[src/rtl/upbt_pkg.sv]
// Types and constants shared by the UDP port binding table modules.
package upbt_pkg;

    localparam int DEF_ENTRIES = 16;
    localparam int SLOT_W      = 4;

    localparam logic [1:0] KIND_BIND   = 2'd0;
    localparam logic [1:0] KIND_UNBIND = 2'd1;
    localparam logic [1:0] KIND_LOOKUP = 2'd2;

    localparam logic [1:0] STAT_DONE = 2'd0;
    localparam logic [1:0] STAT_FULL = 2'd1;
    localparam logic [1:0] STAT_NONE = 2'd2;

    typedef struct packed {
        logic [1:0]  kind;
        logic [15:0] port;
        logic [31:0] address;
        logic [15:0] handle;
    } upbt_in_t;

    typedef struct packed {
        logic [1:0]        status;
        logic [SLOT_W-1:0] slot;
        logic [15:0]       handle_out;
    } upbt_out_t;

    // Search state handed from cell to cell along the chain.
    typedef struct packed {
        logic              active;
        logic              port_hit;
        logic [SLOT_W-1:0] port_slot;
        logic              free_hit;
        logic [SLOT_W-1:0] free_slot;
        logic              look_hit;
        logic [SLOT_W-1:0] look_slot;
        logic [15:0]       look_handle;
    } srch_t;

    // Write-back strobes broadcast to all cells.
    typedef struct packed {
        logic bind_port;
        logic bind_free;
        logic unbind;
    } cmt_t;

    typedef enum logic [1:0] {
        ST_IDLE,
        ST_SEARCH,
        ST_DONE
    } state_t;

endpackage

[src/rtl/upbt_cell.sv]
// One binding entry plus its stage of the search chain.
module upbt_cell #(
    parameter int INDEX = 0
) (
    input  logic             clk,
    input  logic             rst_n,
    input  upbt_pkg::upbt_in_t query,
    input  upbt_pkg::srch_t  chain_in,
    output upbt_pkg::srch_t  chain_out,
    input  upbt_pkg::cmt_t   commit
);
    import upbt_pkg::*;

    // Reported slot is the entry index modulo 16.
    localparam logic [SLOT_W-1:0] MY_SLOT = SLOT_W'(INDEX);

    logic        valid_reg, valid_next;
    logic        pclaim_reg, pclaim_next;
    logic        fclaim_reg, fclaim_next;
    logic [15:0] port_reg, port_next;
    logic [31:0] addr_reg, addr_next;
    logic [15:0] handle_reg, handle_next;
    srch_t       link_reg, link_next;

    logic port_match;
    logic free_match;
    logic look_match;
    logic wr_en;
    logic clr_en;

    assign port_match = valid_reg && (port_reg == query.port);
    assign free_match = !valid_reg;
    assign look_match = port_match && ((addr_reg == 32'd0) || (addr_reg == query.address));

    // Claims record whether this cell is the first hit of the current search.
    assign wr_en  = (commit.bind_port && pclaim_reg) || (commit.bind_free && fclaim_reg);
    assign clr_en = commit.unbind && pclaim_reg;

    always_comb
    begin
        link_next        = link_reg;
        link_next.active = chain_in.active;
        pclaim_next      = pclaim_reg;
        fclaim_next      = fclaim_reg;
        if (chain_in.active)
        begin
            link_next   = chain_in;
            pclaim_next = port_match && !chain_in.port_hit;
            fclaim_next = free_match && !chain_in.free_hit;
            if (!chain_in.port_hit && port_match)
            begin
                link_next.port_hit  = 1'b1;
                link_next.port_slot = MY_SLOT;
            end
            if (!chain_in.free_hit && free_match)
            begin
                link_next.free_hit  = 1'b1;
                link_next.free_slot = MY_SLOT;
            end
            if (!chain_in.look_hit && look_match)
            begin
                link_next.look_hit    = 1'b1;
                link_next.look_slot   = MY_SLOT;
                link_next.look_handle = handle_reg;
            end
        end
    end

    always_comb
    begin
        valid_next  = valid_reg;
        port_next   = port_reg;
        addr_next   = addr_reg;
        handle_next = handle_reg;
        if (wr_en)
        begin
            valid_next  = 1'b1;
            port_next   = query.port;
            addr_next   = query.address;
            handle_next = query.handle;
        end
        else if (clr_en)
        begin
            valid_next  = 1'b0;
            handle_next = 16'd0;
        end
    end

    always_ff @(posedge clk or negedge rst_n)
    begin
        if (!rst_n)
        begin
            valid_reg  <= 1'b0;
            pclaim_reg <= 1'b0;
            fclaim_reg <= 1'b0;
            link_reg   <= '0;
        end
        else
        begin
            valid_reg  <= valid_next;
            pclaim_reg <= pclaim_next;
            fclaim_reg <= fclaim_next;
            link_reg   <= link_next;
        end
    end

    always_ff @(posedge clk)
    begin
        port_reg   <= port_next;
        addr_reg   <= addr_next;
        handle_reg <= handle_next;
    end

    assign chain_out = link_reg;

endmodule

[src/rtl/udp_port_binding_table.sv]
// UDP port binding table: ENTRIES cells searched by a token passed along the chain.
// The request is registered at the accepting edge; the search state then walks the
// chain through the link register of each cell (first port match, first free entry
// and first lookup hit are carried along in priority order), the result is decided
// from the tail, and the chosen entry is written at the edge that loads the result.
// One transaction is in the table at a time; a new one is accepted as soon as the
// previous result is loaded, even while it is still waiting for out_ready, and a
// result that is not taken holds the next one in the decide state. Valid marks
// clear at reset and no clearing pass is needed.
module udp_port_binding_table #(
    parameter int ENTRIES = upbt_pkg::DEF_ENTRIES
) (
    input  logic               clk,
    input  logic               rst_n,
    input  logic               in_valid,
    output logic               in_ready,
    input  upbt_pkg::upbt_in_t  in_data,
    output logic               out_valid,
    input  logic               out_ready,
    output upbt_pkg::upbt_out_t out_data
);
    import upbt_pkg::*;

    state_t    state_reg, state_next;
    logic      start_reg, start_next;
    upbt_in_t  query_reg;
    logic      out_valid_reg, out_valid_next;
    upbt_out_t out_data_reg;
    upbt_out_t result;
    cmt_t      commit;
    logic      accept;
    logic      out_load;

    srch_t          head;
    srch_t          chain [ENTRIES+1];
    srch_t          tail;
    logic [ENTRIES:0] act_vec;

    assign accept = in_valid && in_ready;
    assign tail   = chain[ENTRIES];

    always_comb
    begin
        head        = '0;
        head.active = start_reg;
    end

    assign chain[0]   = head;
    assign act_vec[0] = start_reg;

    for (genvar i = 0; i < ENTRIES; i++)
    begin : g_cell
        upbt_cell #(
            .INDEX(i)
        ) u_cell (
            .clk       (clk),
            .rst_n     (rst_n),
            .query     (query_reg),
            .chain_in  (chain[i]),
            .chain_out (chain[i+1]),
            .commit    (commit)
        );
        assign act_vec[i+1] = chain[i+1].active;
    end

    // Next state
    always_comb
    begin
        state_next = state_reg;
        case (state_reg)
            ST_IDLE:
            begin
                if (in_valid)
                    state_next = ST_SEARCH;
            end
            ST_SEARCH:
            begin
                if (tail.active)
                    state_next = ST_DONE;
            end
            ST_DONE:
            begin
                if (!out_valid_reg || out_ready)
                    state_next = ST_IDLE;
            end
            default: state_next = ST_IDLE;
        endcase
    end

    // Outputs of the state machine
    always_comb
    begin
        in_ready = 1'b0;
        out_load = 1'b0;
        case (state_reg)
            ST_IDLE:   in_ready = 1'b1;
            ST_SEARCH: in_ready = 1'b0;
            ST_DONE:   out_load = !out_valid_reg || out_ready;
            default:   in_ready = 1'b0;
        endcase
    end

    // Decision from the tail of the chain; fields hold after the token passes.
    always_comb
    begin
        result = '{status: STAT_NONE, slot: '0, handle_out: 16'd0};
        commit = '0;
        case (query_reg.kind)
            KIND_BIND:
            begin
                if (tail.port_hit)
                begin
                    result.status    = STAT_DONE;
                    result.slot      = tail.port_slot;
                    commit.bind_port = out_load;
                end
                else if (tail.free_hit)
                begin
                    result.status    = STAT_DONE;
                    result.slot      = tail.free_slot;
                    commit.bind_free = out_load;
                end
                else
                    result.status = STAT_FULL;
            end
            KIND_UNBIND:
            begin
                if (tail.port_hit)
                begin
                    result.status = STAT_DONE;
                    result.slot   = tail.port_slot;
                    commit.unbind = out_load;
                end
            end
            KIND_LOOKUP:
            begin
                if (tail.look_hit)
                begin
                    result.status     = STAT_DONE;
                    result.slot       = tail.look_slot;
                    result.handle_out = tail.look_handle;
                end
            end
            default: result.status = STAT_NONE;
        endcase
    end

    assign start_next = accept;

    always_comb
    begin
        out_valid_next = out_valid_reg;
        if (out_load)
            out_valid_next = 1'b1;
        else if (out_ready)
            out_valid_next = 1'b0;
    end

    always_ff @(posedge clk or negedge rst_n)
    begin
        if (!rst_n)
        begin
            state_reg     <= ST_IDLE;
            start_reg     <= 1'b0;
            out_valid_reg <= 1'b0;
        end
        else
        begin
            state_reg     <= state_next;
            start_reg     <= start_next;
            out_valid_reg <= out_valid_next;
        end
    end

    always_ff @(posedge clk)
    begin
        if (accept)
            query_reg <= in_data;
        if (out_load)
            out_data_reg <= result;
    end

    assign out_valid = out_valid_reg;
    assign out_data  = out_data_reg;

    // Only one search token may be on the chain.
    a_one_token: assert property (@(posedge clk) disable iff (!rst_n)
        $onehot0(act_vec))
        else $error("more than one search token on the chain");

    // Table writes happen only when the result is loaded.
    a_commit_done: assert property (@(posedge clk) disable iff (!rst_n)
        (commit.bind_port || commit.bind_free || commit.unbind) |->
            (state_reg == ST_DONE && out_load))
        else $error("table write outside result load");

    // A failed transaction reports slot 0 and handle 0.
    a_fail_zero: assert property (@(posedge clk) disable iff (!rst_n)
        (out_valid_reg && out_data_reg.status != STAT_DONE) |->
            (out_data_reg.slot == '0 && out_data_reg.handle_out == 16'd0))
        else $error("failed transaction carries slot or handle");

    // The token leaves the chain only while a search is pending.
    a_tail_search: assert property (@(posedge clk) disable iff (!rst_n)
        tail.active |-> state_reg == ST_SEARCH)
        else $error("search token arrived outside search state");

    // An accepted transaction starts the chain on the next cycle.
    a_start: assert property (@(posedge clk) disable iff (!rst_n)
        accept |=> (start_reg && state_reg == ST_SEARCH))
        else $error("accepted transaction did not start a search");

endmodule
[config.mk]
export PLATFORM = sky130hd
export DESIGN_NAME = udp_port_binding_table
export DESIGN_NICKNAME = d
export VERILOG_FILES = /design/src/rtl/upbt_pkg.sv /design/src/rtl/upbt_cell.sv /design/src/rtl/udp_port_binding_table.sv
export SDC_FILE = /design/constraint.sdc
export NUM_CORES = 2
export LEC_CHECK = 0
export ABC_AREA = 1
export BUFFER_PORTS_ARGS = -buffer_cell sky130_fd_sc_hd__buf_2
export CORE_MARGIN = 3
export CORE_UTILIZATION = 45
export CTS_CLUSTER_DIAMETER = 40
export CTS_CLUSTER_SIZE = 40
export DETAILED_ROUTE_END_ITERATION = 8
export SETUP_SLACK_MARGIN = 0.2
export SLEW_MARGIN = 30
export SYNTH_ARGS = -nofsm -noshare
export SYNTH_HDL_FRONTEND = slang
export SYNTH_SLANG_ARGS = --single-unit
[constraint.sdc]
create_clock -name clk -period 11 [get_ports clk]
set_input_delay 2.2 -clock clk [delete_from_list [all_inputs] [get_ports clk]]
set_output_delay 2.2 -clock clk [all_outputs]
set_load 0.03 [all_outputs]
==> report_table.html <==
<table>
<tr><th>Metric</th><th>Value</th></tr>
<tr><th colspan="2">Status</th></tr>
<tr><td>Status</td><td>finished, final reports clean</td></tr>
<tr><th colspan="2">Worst setup path</th></tr>
<tr><td>Startpoint type of the worst setup path</td><td>primary input</td></tr>
<tr><td>Critical path's slowest cell</td><td>sky130_fd_sc_hd__buf_4</td></tr>
<tr><td>Cell Chain, Critical Path</td><td>buf_2, nor2_1, nor2_2, buf_4, inv_2, nor3_4, buf_6, nand2_1, nand2_2, buf_4, inv_2, o21ai_1, buf_4</td></tr>
<tr><td>Required @ worst endpoint</td><td>about 12 ns</td></tr>
<tr><td>Kind of cell adding the most delay to the critical path</td><td>buffers and inverters</td></tr>
<tr><td>WS Path Type</td><td>primary input to flip-flop</td></tr>
<tr><td>Critical path's largest stage delay</td><td>between 0.5 and 0.6 ns</td></tr>
<tr><td>Arrival time at the worst endpoint</td><td>between 5 and 6 ns</td></tr>
<tr><td>Critical path peak fanout</td><td>approximately 50</td></tr>
<tr><td>Top cell by count, worst path</td><td>sky130_fd_sc_hd__buf_4</td></tr>
<tr><td>Kind of capture point of the worst setup path</td><td>flip-flop</td></tr>
<tr><td>WP buf/inv</td><td>7</td></tr>
<tr><th colspan="2">Final layout</th></tr>
<tr><td>Number of flip-flops in the largest register</td><td>about 510</td></tr>
<tr><td>Non-filler instance count after layout</td><td>between 9000 and 10000</td></tr>
<tr><td>Area grow syn2layout</td><td>14.11%</td></tr>
<tr><td>Commonest non-fill, non-tap cell in the layout</td><td>sky130_fd_sc_hd__nand2_1</td></tr>
<tr><td>Area taken by multi-input logic gates</td><td>between 0.02 and 0.025 sq mm</td></tr>
<tr><td>Commonest cells after routing, fill and taps aside</td><td>sky130_fd_sc_hd__nand2_1 (2012), sky130_fd_sc_hd__edfxtp_1 (1112), sky130_fd_sc_hd__inv_1 (805), sky130_fd_sc_hd__nor2_1 (731), sky130_fd_sc_hd__dfrtp_1 (509)</td></tr>
<tr><td># fillers</td><td>~14000</td></tr>
<tr><td>Area used by sequential logic in the layout</td><td>0.04613 sq mm</td></tr>
<tr><td>Total Nets Final</td><td>around 7500</td></tr>
<tr><td>Post-route cell area</td><td>between 0.08 and 0.09 sq mm</td></tr>
<tr><td>Fraction of final layout cells with drive strength greater than 1</td><td>approximately 10%</td></tr>
<tr><th colspan="2">Placed design</th></tr>
<tr><td>Placer Congestion</td><td>0.8523</td></tr>
<tr><td>Cell Area, Placed</td><td>0.07504 sq mm</td></tr>
<tr><td>PortBufs</td><td>between 90 and 100</td></tr>
<tr><td>Cell Count Post-Placement</td><td>9304</td></tr>
<tr><td>Post-place setup slack</td><td>5.127 ns</td></tr>
<tr><td>HPWL reported at the end of detailed placement</td><td>118300 microns</td></tr>
<tr><th colspan="2">Global routing</th></tr>
<tr><td>Number of antenna violations at the first check in global routing</td><td>5</td></tr>
<tr><td>Number of global-route vias before repair</td><td>between 40000 and 50000</td></tr>
<tr><td>Maximum number of pins on one net before global-route repair</td><td>around 100</td></tr>
<tr><td>Total track usage</td><td>23.08%</td></tr>
<tr><td>Overflow left after global routing</td><td>0</td></tr>
<tr><td>First-pass GRT wire length</td><td>293200 microns</td></tr>
<tr><th colspan="2">Worst hold path</th></tr>
<tr><td>HP Class</td><td>flip-flop to flip-flop</td></tr>
<tr><th colspan="2">CTS</th></tr>
<tr><td>Number of clock sinks seen by CTS</td><td>roughly 1600</td></tr>
<tr><td>H-tree levels</td><td>4</td></tr>
<tr><td>Clock Pin Slew Worst Setup and Hold Paths</td><td>0.06 ns</td></tr>
<tr><td>Setup fix buffers added after clock tree synthesis</td><td>0</td></tr>
<tr><td>Num CTS Buffers</td><td>~230</td></tr>
<tr><td>Clock tree from TritonCTS</td><td>built</td></tr>
<tr><td>Buffer cell driving the clock tree root</td><td>sky130_fd_sc_hd__clkbuf_16</td></tr>
<tr><td>Post-cts sizing count</td><td>0</td></tr>
<tr><td>Buffer levels on the longest clock path</td><td>3</td></tr>
<tr><td>Number of hold-repair buffers added at the cts stage</td><td>0</td></tr>
<tr><td>Clock latency of the later-clocked register in the worst-skew pair</td><td>roughly 0.85 ns</td></tr>
<tr><th colspan="2">Synth</th></tr>
<tr><td>Count of yosys warnings during synthesis</td><td>0</td></tr>
<tr><td>Synth Area in Simple Gates</td><td>between 20% and 30%</td></tr>
<tr><td>Fraction of synthesized cell area in xor and xnor cells</td><td>5.726%</td></tr>
<tr><td>Syn_area_per_cell</td><td>10.05 sq um</td></tr>
<tr><td>Cells after Synth</td><td>between 7000 and 8000</td></tr>
<tr><td>Main combinational cell family by area after synthesis</td><td>simple AND/OR/NAND/NOR gates</td></tr>
<tr><td>Fraction of registers with async set/reset</td><td>31.40%</td></tr>
<tr><td>Synthesis-stage register bit count</td><td>around 1600</td></tr>
<tr><td>EDFF count, synth</td><td>1112</td></tr>
<tr><td>Sequential fraction of the synthesis area</td><td>between 60% and 70%</td></tr>
<tr><td>Arithmetic-cell share of the synthesized area counting full adders, half adders and majority gates</td><td>0%</td></tr>
<tr><td>Nets in the synthesized netlist</td><td>around 7300</td></tr>
<tr><td>Post-Syn Area</td><td>roughly 0.073 sq mm</td></tr>
<tr><td>Dominant register cell in the synthesized netlist</td><td>sky130_fd_sc_hd__edfxtp_1</td></tr>
<tr><td>Synth Area in Compound Gates</td><td>2.734%</td></tr>
<tr><td>Mux cell area share after synthesis</td><td>0%</td></tr>
<tr><td>Cell variety after synth</td><td>48</td></tr>
<tr><th colspan="2">Power</th></tr>
<tr><td>Comb pwr share</td><td>about 14%</td></tr>
<tr><td>Sequential cell fraction of total power</td><td>42.6%</td></tr>
<tr><td>Max rail drop VDD</td><td>0.1845 mV</td></tr>
<tr><td>Leakage component of the power</td><td>about 35 nW</td></tr>
<tr><td>Power density normalized to cell area</td><td>about 210 mW/mm^2</td></tr>
<tr><td>Clock power share</td><td>between 40% and 50%</td></tr>
<tr><td>Net switching share of the total power</td><td>roughly 28%</td></tr>
<tr><td>Internal</td><td>between 10 and 15 mW</td></tr>
<tr><td>Switching Power</td><td>just under 5 mW</td></tr>
<tr><td>Pwr Total</td><td>around 17 mW</td></tr>
<tr><th colspan="2">STA</th></tr>
<tr><td>Tightest Pin Transition</td><td>0.9367 ns</td></tr>
<tr><td>Minimum period implied by the final worst setup slack</td><td>5.023 ns</td></tr>
<tr><td>Fin worst setup slack</td><td>around 6.0 ns</td></tr>
<tr><td>Post-route fraction of the period consumed by the critical path</td><td>between 40% and 50%</td></tr>
<tr><td>Max-slew violation count</td><td>0</td></tr>
<tr><td>Headroom to the max-slew limit</td><td>a little under two fifths</td></tr>
<tr><td>Hold Fails Final Rpt</td><td>0</td></tr>
<tr><td>Maximum clock frequency</td><td>about 200 MHz</td></tr>
<tr><td>RSZ-0062 raised after global routing</td><td>false</td></tr>
<tr><td>Final setup viols</td><td>0</td></tr>
<tr><td>Aggregate negative setup slack</td><td>0 ns</td></tr>
<tr><td>Worst Skew</td><td>~0.053 ns</td></tr>
<tr><th colspan="2">Floorplan</th></tr>
<tr><td>Horizontal extent of the die</td><td>between 400 and 500 microns</td></tr>
<tr><td>Initial standard-cell utilization of the core</td><td>a little under half</td></tr>
<tr><td>Standard-cell row count</td><td>146</td></tr>
<tr><td>Die span in y</td><td>between 400 and 500 microns</td></tr>
<tr><td>Core Region</td><td>roughly 0.16 sq mm</td></tr>
<tr><td>Overall die area</td><td>between 0.15 and 0.2 sq mm</td></tr>
<tr><td>I/O Pins</td><td>94</td></tr>
<tr><th colspan="2">Drt</th></tr>
<tr><td>Detailed-route via count</td><td>between 50000 and 60000</td></tr>
<tr><td>Wirelength per Cell</td><td>19.91 microns</td></tr>
<tr><td>Post-detailed-routing wire length</td><td>around 190000 microns</td></tr>
<tr><td>Routed via count divided by cell count</td><td>around 5.2</td></tr>
<tr><td>DR DRC count</td><td>0</td></tr>
<tr><td>Iteration-0 DRC count of the detailed router</td><td>between 4000 and 5000</td></tr>
<tr><td>DR pass1 iterations</td><td>7</td></tr>
<tr><td>Number of nets with antenna violations after detailed routing</td><td>0</td></tr>
<tr><th colspan="2">Flow run</th></tr>
<tr><td>Count of maximum capacitance violations</td><td>0</td></tr>
</table>
final cells by class:
cell class / count / area share [%]
Tap cell: 2146 / 3.232
Antenna cell: 1 / 0.003012
Clock buffer: 279 / 7.546
Clock inverter: 160 / 2.117
Multi-Input combinational cell: 4438 / 25.80
Sequential cell: 1621 / 55.52
Timing Repair Buffer: 228 / 1.840
Inverter: 871 / 3.942
synthesized netlist by cell type, types with 4 or more instances:
master,instances,share of area (%)
sky130_fd_sc_hd__nand2_1,2019,10
sky130_fd_sc_hd__edfxtp_1,1112,46
sky130_fd_sc_hd__inv_1,814,4.2
sky130_fd_sc_hd__nor2_1,732,3.8
sky130_fd_sc_hd__dfrtp_1,509,17
sky130_fd_sc_hd__xnor2_1,427,5.1
sky130_fd_sc_hd__nand3_1,342,2.4
sky130_fd_sc_hd__nand4_1,266,2.3
sky130_fd_sc_hd__o21ai_0,231,1.6
sky130_fd_sc_hd__clkbuf_1,110,0.57
sky130_fd_sc_hd__nor4_1,75,0.64
sky130_fd_sc_hd__buf_6,70,1.1
sky130_fd_sc_hd__buf_2,62,0.43
sky130_fd_sc_hd__nor3_1,58,0.40
sky130_fd_sc_hd__buf_4,57,0.59
sky130_fd_sc_hd__xor2_1,49,0.59
sky130_fd_sc_hd__a21oi_1,47,0.32
sky130_fd_sc_hd__o21ai_1,38,0.26
sky130_fd_sc_hd__inv_2,37,0.19
sky130_fd_sc_hd__a31oi_1,23,0.20
sky130_fd_sc_hd__nor2_2,23,0.20
sky130_fd_sc_hd__nand2_2,22,0.19
sky130_fd_sc_hd__buf_1,19,0.098
sky130_fd_sc_hd__or2_2,18,0.15
sky130_fd_sc_hd__clkinv_1,16,0.082
sky130_fd_sc_hd__o22ai_1,11,0.095
sky130_fd_sc_hd__nand3_2,8,0.11
sky130_fd_sc_hd__nand3_4,7,0.17
sky130_fd_sc_hd__a2bb2oi_1,6,0.072
sky130_fd_sc_hd__a22oi_1,5,0.052
sky130_fd_sc_hd__nor2_4,5,0.077
sky130_fd_sc_hd__nand2_4,4,0.062
worst paths after layout:
check	start	endpoint	slack (ns)	depth (start not counted)
worst max register to register	state_reg[0]	g_cell[10].u_cell.handle_reg[12]	6.86	13
min in group asynchronous	rst_n	g_cell[13].u_cell.chain_out[3]	1.39	1
max in group asynchronous	rst_n	g_cell[8].u_cell.chain_out[1]	7.48	3
worst min register to register	g_cell[2].u_cell.valid_reg	g_cell[2].u_cell.chain_out[25]	0.46	1
worst min-delay path	g_cell[2].u_cell.valid_reg	g_cell[2].u_cell.chain_out[25]	0.46	1
worst max-delay path	out_ready	g_cell[10].u_cell.handle_reg[12]	5.98	13
power by group through the flow:
stage                     clock network, mW  registers, mW  logic [mW]
after global placement                    0           7.41        2.27
after CTS                              7.65           7.30        2.33
final                                  7.53           7.31        2.33
after global routing                   7.94           7.34        2.57
after detailed placement                  0           7.42        2.32
after floorplan                           0           7.40        1.51
per-layer routing:
| metal | vias up | global-route usage [%] | routed length, microns |
|---|---|---|---|
| li1 | 23910 | - | - |
| met1 | 24500 | 32.97 | 87670 |
| met2 | 1616 | 36.34 | 88440 |
| met3 | 261 | 4.167 | 13670 |
| met4 | 0 | 6.335 | 4239 |
| met5 | - | 0 | 0 |
worst register-to-register path: cells and delay by family (launching register included):
kind | cells | cell delay, ns
AO/OA/AOI/OAI | 1 | 0.50
buffers and inverters | 7 | 1.99
flip-flops | 1 | 0.40
AND/OR/NAND/NOR | 5 | 0.97
metrics by stage:
stage	util [%]	hold slack, ns
floorplan	-	0.3519
global placement	47.01	0.4489
detailed placement	47.05	0.4562
CTS	52.09	0.4609
global route	52.10	0.4947
finish	52.10	0.4582
cells by family after synthesis:
group | after synthesis
AND/OR/NAND/NOR | 3588
buffers and inverters | 1189
XOR/XNOR | 476
flip-flops | 1621
AO/OA/AOI/OAI | 374
Note: power is estimated with default switching activity, not from simulation.
